`src/design/fird2_pkg.sv`:
```
// Package for the decimate-by-two FIR filter.
// Holds shared widths, defaults and the control and status types of the MAC unit.
// No dependencies.
package fird2_pkg;

    localparam int TAPS_DEF = 64;
    localparam int SMP_W    = 16;
    localparam int PROD_W   = 2 * SMP_W;
    localparam int ACC_W    = 40;

    typedef struct packed {
        logic clear;
        logic en;
    } t_mac_ctrl;

    typedef struct packed {
        logic                    busy;
        logic signed [ACC_W-1:0] acc;
    } t_mac_stat;

endpackage

```
`src/design/fird2_mac.sv`:
```
// Shared multiply-accumulate unit of the decimate-by-two FIR filter.
// One registered 16x16 product feeding a 40-bit accumulator; uses fird2_pkg.
module fird2_mac
    import fird2_pkg::*;
(
    input  logic                    i_clk,
    input  logic                    i_rst_n,
    input  t_mac_ctrl               i_ctrl,
    input  logic signed [SMP_W-1:0] i_x,
    input  logic signed [SMP_W-1:0] i_c,
    output t_mac_stat               o_stat
);

    logic signed [PROD_W-1:0] r_prod;
    logic                     r_prod_vld;
    logic signed [ACC_W-1:0]  r_acc;
    logic signed [ACC_W-1:0]  n_acc;

    always_comb begin
        n_acc = r_acc;
        if (i_ctrl.clear) begin
            n_acc = '0;
        end else if (r_prod_vld) begin
            n_acc = r_acc + ACC_W'(r_prod);
        end
    end

    always_ff @(posedge i_clk) begin
        r_prod <= i_x * i_c;
        if (!i_rst_n) begin
            r_prod_vld <= 1'b0;
            r_acc      <= '0;
        end else begin
            r_prod_vld <= i_ctrl.en;
            r_acc      <= n_acc;
        end
    end

    assign o_stat.busy = r_prod_vld;
    assign o_stat.acc  = r_acc;

endmodule

```
`src/design/fir_decimate_by_two.sv`:
```
// Top level of the decimate-by-two FIR filter with a circular delay line.
// Holds the delay and coefficient memories and the sequencer; uses fird2_pkg and fird2_mac.
//
// Channel   Direction  Handshake                          Payload
// s_axis    in         i_s_axis_tvalid / o_s_axis_tready  tdata: sample, coef_index, coef_value
//                                                          tuser: opcode
// m_axis    out        o_m_axis_tvalid / i_m_axis_tready  tdata: filtered; tuser: saturated
//
// A coefficient item or a sample item that gives no result leaves the block ready for the next item.
// A sample item that gives a result is worked one tap per cycle through the single
// multiply-accumulate unit, then pipeline drain and rounding, before the next item is taken.
// Reset clears the valid bits of both memories, so all entries read as zero.
// A result waiting on a stalled output holds the sequencer before rounding only.
module fir_decimate_by_two
    import fird2_pkg::*;
#(
    parameter int TAPS = TAPS_DEF
) (
    input  logic        i_clk,
    input  logic        i_rst_n,
    input  logic        i_s_axis_tvalid,
    output logic        o_s_axis_tready,
    // Bits from the lowest up: sample[15:0], coef_index[21:16], coef_value[37:22], zero pad.
    input  logic [39:0] i_s_axis_tdata,
    // Bits from the lowest up: opcode.
    input  logic        i_s_axis_tuser,
    output logic        o_m_axis_tvalid,
    input  logic        i_m_axis_tready,
    // Bits from the lowest up: filtered[15:0].
    output logic [15:0] o_m_axis_tdata,
    // Bits from the lowest up: saturated.
    output logic        o_m_axis_tuser
);

    localparam int AW = (TAPS > 1) ? $clog2(TAPS) : 1;
    localparam logic [AW-1:0] LAST = AW'(TAPS - 1);
    localparam int QW = ACC_W - 15;

    localparam logic [1:0] S_IDLE  = 2'd0;
    localparam logic [1:0] S_RUN   = 2'd1;
    localparam logic [1:0] S_DRAIN = 2'd2;
    localparam logic [1:0] S_FIN   = 2'd3;

    logic                    in_op;
    logic signed [SMP_W-1:0] in_sample;
    logic [5:0]              in_cidx;
    logic signed [SMP_W-1:0] in_cval;
    logic                    acc_in;
    logic                    smp_we;
    logic                    cf_we;
    logic [AW-1:0]           n_wp;

    logic [1:0]              r_state;
    logic [AW-1:0]           r_wp;
    logic [AW-1:0]           r_rp;
    logic [AW-1:0]           r_k;
    logic                    r_phase;
    logic                    r_rd_vld;
    logic [TAPS-1:0]         r_dl_vld;
    logic [TAPS-1:0]         r_cf_vld;

    logic signed [SMP_W-1:0] dl_mem [TAPS];
    logic signed [SMP_W-1:0] cf_mem [TAPS];
    logic signed [SMP_W-1:0] r_x_rd;
    logic signed [SMP_W-1:0] r_c_rd;
    logic                    r_x_ok;
    logic                    r_c_ok;

    t_mac_ctrl               mac_ctrl;
    t_mac_stat               mac_stat;
    logic signed [SMP_W-1:0] mac_x;
    logic signed [SMP_W-1:0] mac_c;

    logic signed [ACC_W-1:0] rnd;
    logic signed [QW-1:0]    q;
    logic signed [SMP_W-1:0] q_sat;
    logic                    q_clip;
    logic                    out_free;

    logic                    r_out_vld;
    logic [SMP_W-1:0]        r_out_data;
    logic                    r_out_sat;

    assign in_op     = i_s_axis_tuser;
    assign in_sample = i_s_axis_tdata[15:0];
    assign in_cidx   = i_s_axis_tdata[21:16];
    assign in_cval   = i_s_axis_tdata[37:22];

    assign o_s_axis_tready = (r_state == S_IDLE);
    assign acc_in = i_s_axis_tvalid && o_s_axis_tready;
    assign smp_we = acc_in && !in_op;
    assign cf_we  = acc_in && in_op && (32'(in_cidx) < TAPS);
    assign n_wp   = (r_wp == '0) ? LAST : r_wp - 1'b1;

    always_ff @(posedge i_clk) begin
        if (smp_we) begin
            dl_mem[n_wp] <= in_sample;
        end
        r_x_rd <= dl_mem[r_rp];
        r_x_ok <= r_dl_vld[r_rp];
    end

    always_ff @(posedge i_clk) begin
        if (cf_we) begin
            cf_mem[AW'(in_cidx)] <= in_cval;
        end
        r_c_rd <= cf_mem[r_k];
        r_c_ok <= r_cf_vld[r_k];
    end

    assign mac_x          = r_x_ok ? r_x_rd : '0;
    assign mac_c          = r_c_ok ? r_c_rd : '0;
    assign mac_ctrl.clear = (r_state == S_IDLE);
    assign mac_ctrl.en    = r_rd_vld;

    fird2_mac u_mac (
        .i_clk   (i_clk),
        .i_rst_n (i_rst_n),
        .i_ctrl  (mac_ctrl),
        .i_x     (mac_x),
        .i_c     (mac_c),
        .o_stat  (mac_stat)
    );

    always_comb begin
        rnd    = mac_stat.acc + ACC_W'(16384);
        q      = QW'(rnd >>> 15);
        q_clip = 1'b0;
        q_sat  = SMP_W'(q);
        if (q > QW'(32767)) begin
            q_sat  = 16'sh7fff;
            q_clip = 1'b1;
        end else if (q < -QW'(32768)) begin
            q_sat  = 16'sh8000;
            q_clip = 1'b1;
        end
    end

    assign out_free = !r_out_vld || i_m_axis_tready;

    always_ff @(posedge i_clk) begin
        if (!i_rst_n) begin
            r_state   <= S_IDLE;
            r_wp      <= '0;
            r_rp      <= '0;
            r_k       <= '0;
            r_phase   <= 1'b0;
            r_rd_vld  <= 1'b0;
            r_dl_vld  <= '0;
            r_cf_vld  <= '0;
            r_out_vld <= 1'b0;
        end else begin
            r_rd_vld <= 1'b0;
            if (r_out_vld && i_m_axis_tready) begin
                r_out_vld <= 1'b0;
            end
            if (cf_we) begin
                r_cf_vld[AW'(in_cidx)] <= 1'b1;
            end
            unique case (r_state)
                S_IDLE: begin
                    if (smp_we) begin
                        r_wp             <= n_wp;
                        r_rp             <= n_wp;
                        r_k              <= '0;
                        r_dl_vld[n_wp]   <= 1'b1;
                        r_phase          <= !r_phase;
                        if (r_phase) begin
                            r_state <= S_RUN;
                        end
                    end
                end
                S_RUN: begin
                    r_rd_vld <= 1'b1;
                    r_rp     <= (r_rp == LAST) ? '0 : r_rp + 1'b1;
                    r_k      <= r_k + 1'b1;
                    if (r_k == LAST) begin
                        r_state <= S_DRAIN;
                    end
                end
                S_DRAIN: begin
                    if (!r_rd_vld && !mac_stat.busy) begin
                        r_state <= S_FIN;
                    end
                end
                S_FIN: begin
                    if (out_free) begin
                        r_out_vld <= 1'b1;
                        r_state   <= S_IDLE;
                    end
                end
                default: begin
                    r_state <= S_IDLE;
                end
            endcase
        end
    end

    always_ff @(posedge i_clk) begin
        if (r_state == S_FIN && out_free) begin
            r_out_data <= q_sat;
            r_out_sat  <= q_clip;
        end
    end

    assign o_m_axis_tvalid = r_out_vld;
    assign o_m_axis_tdata  = r_out_data;
    assign o_m_axis_tuser  = r_out_sat;

endmodule
```
`config.mk`:
```
export PLATFORM = sky130hd
export DESIGN_NAME = fir_decimate_by_two
export DESIGN_NICKNAME = d
export VERILOG_FILES = /design/src/design/fird2_pkg.sv /design/src/design/fird2_mac.sv /design/src/design/fir_decimate_by_two.sv
export SDC_FILE = /design/constraint.sdc
export NUM_CORES = 2
export LEC_CHECK = 0
export BUFFER_PORTS_ARGS = -buffer_cell sky130_fd_sc_hd__buf_4
export CORE_ASPECT_RATIO = 0.75
export CORE_MARGIN = 2
export CORE_UTILIZATION = 63
export CTS_CLUSTER_DIAMETER = 30
export DETAILED_ROUTE_END_ITERATION = 10
export GPL_TIMING_DRIVEN = 0
export PLACE_DENSITY_LB_ADDON = 0.08
export SYNTH_ARGS = -nofsm -noshare
export SYNTH_HDL_FRONTEND = slang
export SYNTH_SLANG_ARGS = --single-unit
```
`constraint.sdc`:
```
create_clock -name i_clk -period 8.9 [get_ports i_clk]
set_input_delay 1.78 -clock i_clk [delete_from_list [all_inputs] [get_ports i_clk]]
set_output_delay 1.78 -clock i_clk [all_outputs]
set_load 0.005 [all_outputs]
```
==> results <==
- The flow ran to the end, and the final reports show no timing, DRC or antenna violations.
- The boundary pin count is 64.
- Ranked by total cell area, the synthesized netlist is headed by sky130_fd_sc_hd__edfxtp_1 62%, sky130_fd_sc_hd__mux4_2 16%, sky130_fd_sc_hd__fa_1 5.3%, sky130_fd_sc_hd__dfxtp_1 5.2%, sky130_fd_sc_hd__nor2_1 2.1%.
- The slew at the pin with the worst max-slew slack is 1.34 ns.
- The number of DRC markers after the initial detailed-route iteration is 8100.
- The top-area cell type share of the netlist area is between 60% and 70%.
- The complex-gate fraction of the synthesized area is around 2.1%.
- The most used flip-flop cell after synthesis is sky130_fd_sc_hd__edfxtp_1.
- The clock passes through at most 4 buffers.
- The via count of the first global-routing pass is 55300.
- The clock transition at the registers of the reported paths is 0.05 ns.
- The fill cell instance count of the final layout is 9015.
- The number of buffers inserted by hold repair at cts is 0.
- The clock network power share is 48.3%.
- The final-stage net count is ~6400.
- The congestion estimate from routability-driven global placement came to 0.976.
- The start point of the worst min-delay path is r_dl_vld[47]$_SDFFE_PN0P_.
- The wire length after detailed routing is 259000 µm.
- The residual DRC count is 0.
- Between clock sinks in the finished design, the worst skew comes to 0.106 ns.
- The met1 usage in global routing is 49.2%.
- The synthesized design contains 2065 enable-type register cells.
- The total via count after detailed routing is around 55000.
- Global routing consumed, over all layers together, approximately 33% of the routing resources.
- Summing all multi-input logic gate instances after layout gives about 30000 µm².
- TritonCTS built the clock tree.
- The number of warnings printed during yosys synthesis is 0.
- After layout, the minimum clock period comes to 7.93 ns.
- The vertical die dimension is around 350 µm.
- The final instance count without filler cells is between 8000 and 9000.
- Setup repair after global routing left no endpoint under its margin.
- sky130_fd_sc_hd__edfxtp_1 takes more of the synthesized area than any other cell.
- Of the total power, registers draw 42.5%.
- The total overflow left after global routing is 0.
- In this run the remaining antenna-violating nets after routing total 0.
- The clock root buffer is sky130_fd_sc_hd__clkbuf_16.
- The tree built by TritonCTS fans out to 2323 sinks.
- The worst setup path is captured at a register.
- The classification of the worst-slack hold path is register to register.
- Across all register-to-register paths, the minimum setup slack is 0.97 ns.
- The first-pass GRT wire length is 379000 µm.
- The final cycle utilization of the critical path is 89.1%.
- VDD sags by at most 0.222 mV.
- The number of placement rows is 126.
- The final core area utilization is 74.4%.
- The total instance count after detailed placement is 7763.
- Setup violations remaining at the end of the flow were counted as 0.
- The wire length per cell is 30.9 µm.
- The post-synthesis share of cell area spent on xor and xnor gates is 0.799%.
- The critical path class is register to register.
- The data required time of the worst path is between 9 and 10 ns.
- For this run, the top clock speed supported by timing is between 100 and 150 MHz.
- Synthesis inferred 2323 register bits.
- In this run the tightest slew margin relative to its limit is approximately a tenth.
- The die is 464 µm wide.
- The net count of the mapped netlist is 5909.
- In the synthesized netlist, the number of instances is approximately 5500.
- In this run the power density over the cells is 242 nW/µm².
- The met3 global-route usage is 9.13%.
- For hold timing, the worst endpoint is r_dl_vld[47]$_SDFFE_PN0P_.
- The max-slew violation count is 0.
- The pre-CTS setup slack is 1.11 ns.
- Combinational cells account for 9.2% of the total power.
- Counting instances in the post-synthesis netlist gives the leading cell types as 2065 x sky130_fd_sc_hd__edfxtp_1, 697 x sky130_fd_sc_hd__mux4_2, 550 x sky130_fd_sc_hd__nor2_1.
- The arithmetic-cell share of the synthesized area counting full adders, half adders and majority gates is under 10%.
- The initial standard-cell utilization of the core is 63.4%.
- For this run, the register share of the synthesized area comes to between 60% and 70%.
- Data on the critical path arrives at its endpoint at 8.69 ns.
- The count of maximum capacitance violations is 0.
- The met2 track demand over resource in global routing is 47.6%.
- The switching share of total power is 24.0%.
- The detailed-routing iteration count for the pre-antenna-repair pass is 5.
- The per-cell via count in the routed design is 6.56.
- The synthesized netlist contains 71 unique library cells.
- The endpoint identified for the worst register-to-register timing path is u_mac.r_prod[30]$_DFF_P_.
- The largest net degree at the start of global routing is 65.
- For the worst flop-to-flop path, the logic depth is 25.
- The worst-skew pair later-pin latency is 0.94 ns.
- The total CTS buffers is 350.
- The reported net switching power is roughly 0.0068 W.
- Summing all flip-flop and latch instances after layout gives 67200 µm².
- The placeable core area is 157000 µm².
- By area, the combinational part of the netlist is dominated by multiplexers.
- The count of buffers added on input and output ports is 57.
- The launching point of the worst reg2reg path is r_c_ok$_DFF_P_.
- The setup total negative slack is 0 ns.
- The area added between synthesis and finish is 17.4%.
- The die area is approximately 160000 µm².
- Summed over all cells, the static leakage comes to 39.5 nW.
- The cell area after synthesis is 99800 µm².
- The global routing's busiest layer is met1.
- The internal power is ~0.022 W.
- The number of hold violations in the final report is 0.
- The startpoint type of the worst setup path is a register.
- The number of buffers added for setup after CTS is 0.
- After synthesis, the share of cell area in mux cells is between 15 and 20%.
- The mean cell area of the mapped netlist is 18.2 µm².
- The number of antenna violations at the first check in global routing was 19.
- sky130_fd_sc_hd__edfxtp_1 is the most common cell in the netlist.
- The maximum fanout count along the critical path is 10.
- The deepest level of the CTS H-tree is 5.
- After synthesis, the share of flip-flops with an asynchronous set or reset is 0%.
- The number of gates resized after CTS is 0.
- The HPWL after detailed placement is about 170000 µm.
- The worst path setup slack after routing is 0.971 ns.
- Summing the areas of all and, or, nand and nor instances in the mapped netlist gives roughly 4.3% of the synthesized area.
- Of the cells placed in the final design, the portion with a size suffix greater than 1 is 26.7%.
- The instance count along the most critical hold path is 1.
[kinds of logic after synthesis]
group | after synthesis
flops | 2323
mux | 759
simple gates | 1017
fa+ha+maj | 392
buf+inv | 564
compound gates | 326
xor+xnor | 91
[sequential cells by signal (all words and copies together), names as in the netlist]
| signal | flops |
|---|---|
| cf_mem | 1024 |
| dl_mem | 1024 |
| o_m_axis_tdata | 16 |
| o_m_axis_tuser | 1 |
| o_m_axis_tvalid | 1 |
| r_c_ok | 1 |
| r_c_rd | 16 |
| r_cf_vld | 64 |
| r_dl_vld | 64 |
| r_k | 6 |
| r_phase | 1 |
| r_rd_vld | 1 |
| r_rp | 6 |
| r_state | 2 |
| r_wp | 6 |
| r_x_ok | 1 |
| r_x_rd | 16 |
| u_mac.r_acc | 40 |
| u_mac.r_prod | 32 |
| u_mac.r_prod_vld | 1 |
[power by group through the flow]
| stage | registers [W] | logic, W | clock network, W |
|---|---|---|---|
| 4_1_cts | 0.0121 | 0.00256 | 0.0138 |
| 2_1_floorplan | 0.0123 | 0.00150 | 0 |
| 5_1_grt | 0.0121 | 0.00269 | 0.0143 |
| 6_report | 0.0121 | 0.00260 | 0.0137 |
| 3_3_place_gp | 0.0123 | 0.00244 | 0 |
| 3_5_place_dp | 0.0123 | 0.00252 | 0 |
[final cells by class]
cell class | count | area share (%)
multi-input combinational | 2585 | 26.3
sequential | 2323 | 57.4
clock inverter | 230 | 2.12
inverter | 301 | 0.965
timing repair buffer | 179 | 2.18
tap | 2112 | 2.26
buffer | 263 | 0.892
clock buffer | 396 | 7.94
antenna | 10 | 0.0214
[worst max path at each step]
stage                              start                       end  slack [ns]  depth (start not counted)
after floorplan           r_c_ok$_DFF_P_  u_mac.r_prod[31]$_DFF_P_        2.40                         25
after global placement    r_c_ok$_DFF_P_  u_mac.r_prod[30]$_DFF_P_        1.12                         25
after detailed placement  r_c_ok$_DFF_P_  u_mac.r_prod[30]$_DFF_P_        1.11                         25
after CTS                 r_c_ok$_DFF_P_  u_mac.r_prod[30]$_DFF_P_        1.03                         25
after global routing      r_c_ok$_DFF_P_  u_mac.r_prod[30]$_DFF_P_        0.61                         25
final                     r_c_ok$_DFF_P_  u_mac.r_prod[30]$_DFF_P_        0.97                         25
[routing by layer]
| layer | part of all wire, % | vias up |
|---|---|---|
| li1 | - | 22400 |
| met1 | 39 | 28700 |
| met2 | 45 | 3492 |
| met3 | 12 | 536 |
| met4 | 2.7 | 14 |
| met5 | 0.10 | - |
[critical path: stages, from the launching register on]
cell	delay, ns
sky130_fd_sc_hd__dfxtp_1	0.42
sky130_fd_sc_hd__clkbuf_1	0.35
sky130_fd_sc_hd__and2_0	0.45
sky130_fd_sc_hd__clkbuf_1	0.51
sky130_fd_sc_hd__nand2_1	0.13
sky130_fd_sc_hd__fa_1	0.50
sky130_fd_sc_hd__inv_1	0.05
sky130_fd_sc_hd__fa_1	0.49
sky130_fd_sc_hd__inv_1	0.06
sky130_fd_sc_hd__fa_1	0.52
sky130_fd_sc_hd__inv_1	0.05
sky130_fd_sc_hd__fa_1	0.47
sky130_fd_sc_hd__fa_1	0.50
sky130_fd_sc_hd__inv_1	0.05
sky130_fd_sc_hd__fa_1	0.55
sky130_fd_sc_hd__inv_1	0.06
sky130_fd_sc_hd__ha_1	0.37
sky130_fd_sc_hd__and4_1	0.31
sky130_fd_sc_hd__a221oi_4	0.29
sky130_fd_sc_hd__a21oi_1	0.16
sky130_fd_sc_hd__o31ai_1	0.58
sky130_fd_sc_hd__or3_1	0.20
sky130_fd_sc_hd__nand3_1	0.13
sky130_fd_sc_hd__a211o_1	0.29
sky130_fd_sc_hd__a21oi_1	0.17
sky130_fd_sc_hd__xnor2_1	0.14
[cell usage in the layout, fill, tap and decap left out, types with 212 or more instances in the layout]
master	count
sky130_fd_sc_hd__edfxtp_1	2065
sky130_fd_sc_hd__mux4_2	697
sky130_fd_sc_hd__nor2_1	422
sky130_fd_sc_hd__clkbuf_16	362
sky130_fd_sc_hd__inv_1	300
sky130_fd_sc_hd__fa_1	263
sky130_fd_sc_hd__dfxtp_1	258
sky130_fd_sc_hd__nand2_1	248
sky130_fd_sc_hd__clkbuf_1	212
[metrics by stage]
step           hold slack [ns]  power [W]  area (µm²)
4_1_cts                  0.466     0.0284      117000
3_5_place_dp             0.450     0.0148      105000
3_3_place_gp             0.442     0.0147      103000
6_report                 0.464     0.0284      117000
2_1_floorplan            0.424     0.0138       99800
5_1_grt                  0.476     0.0290      117000
(Power assumes the default switching activity.)
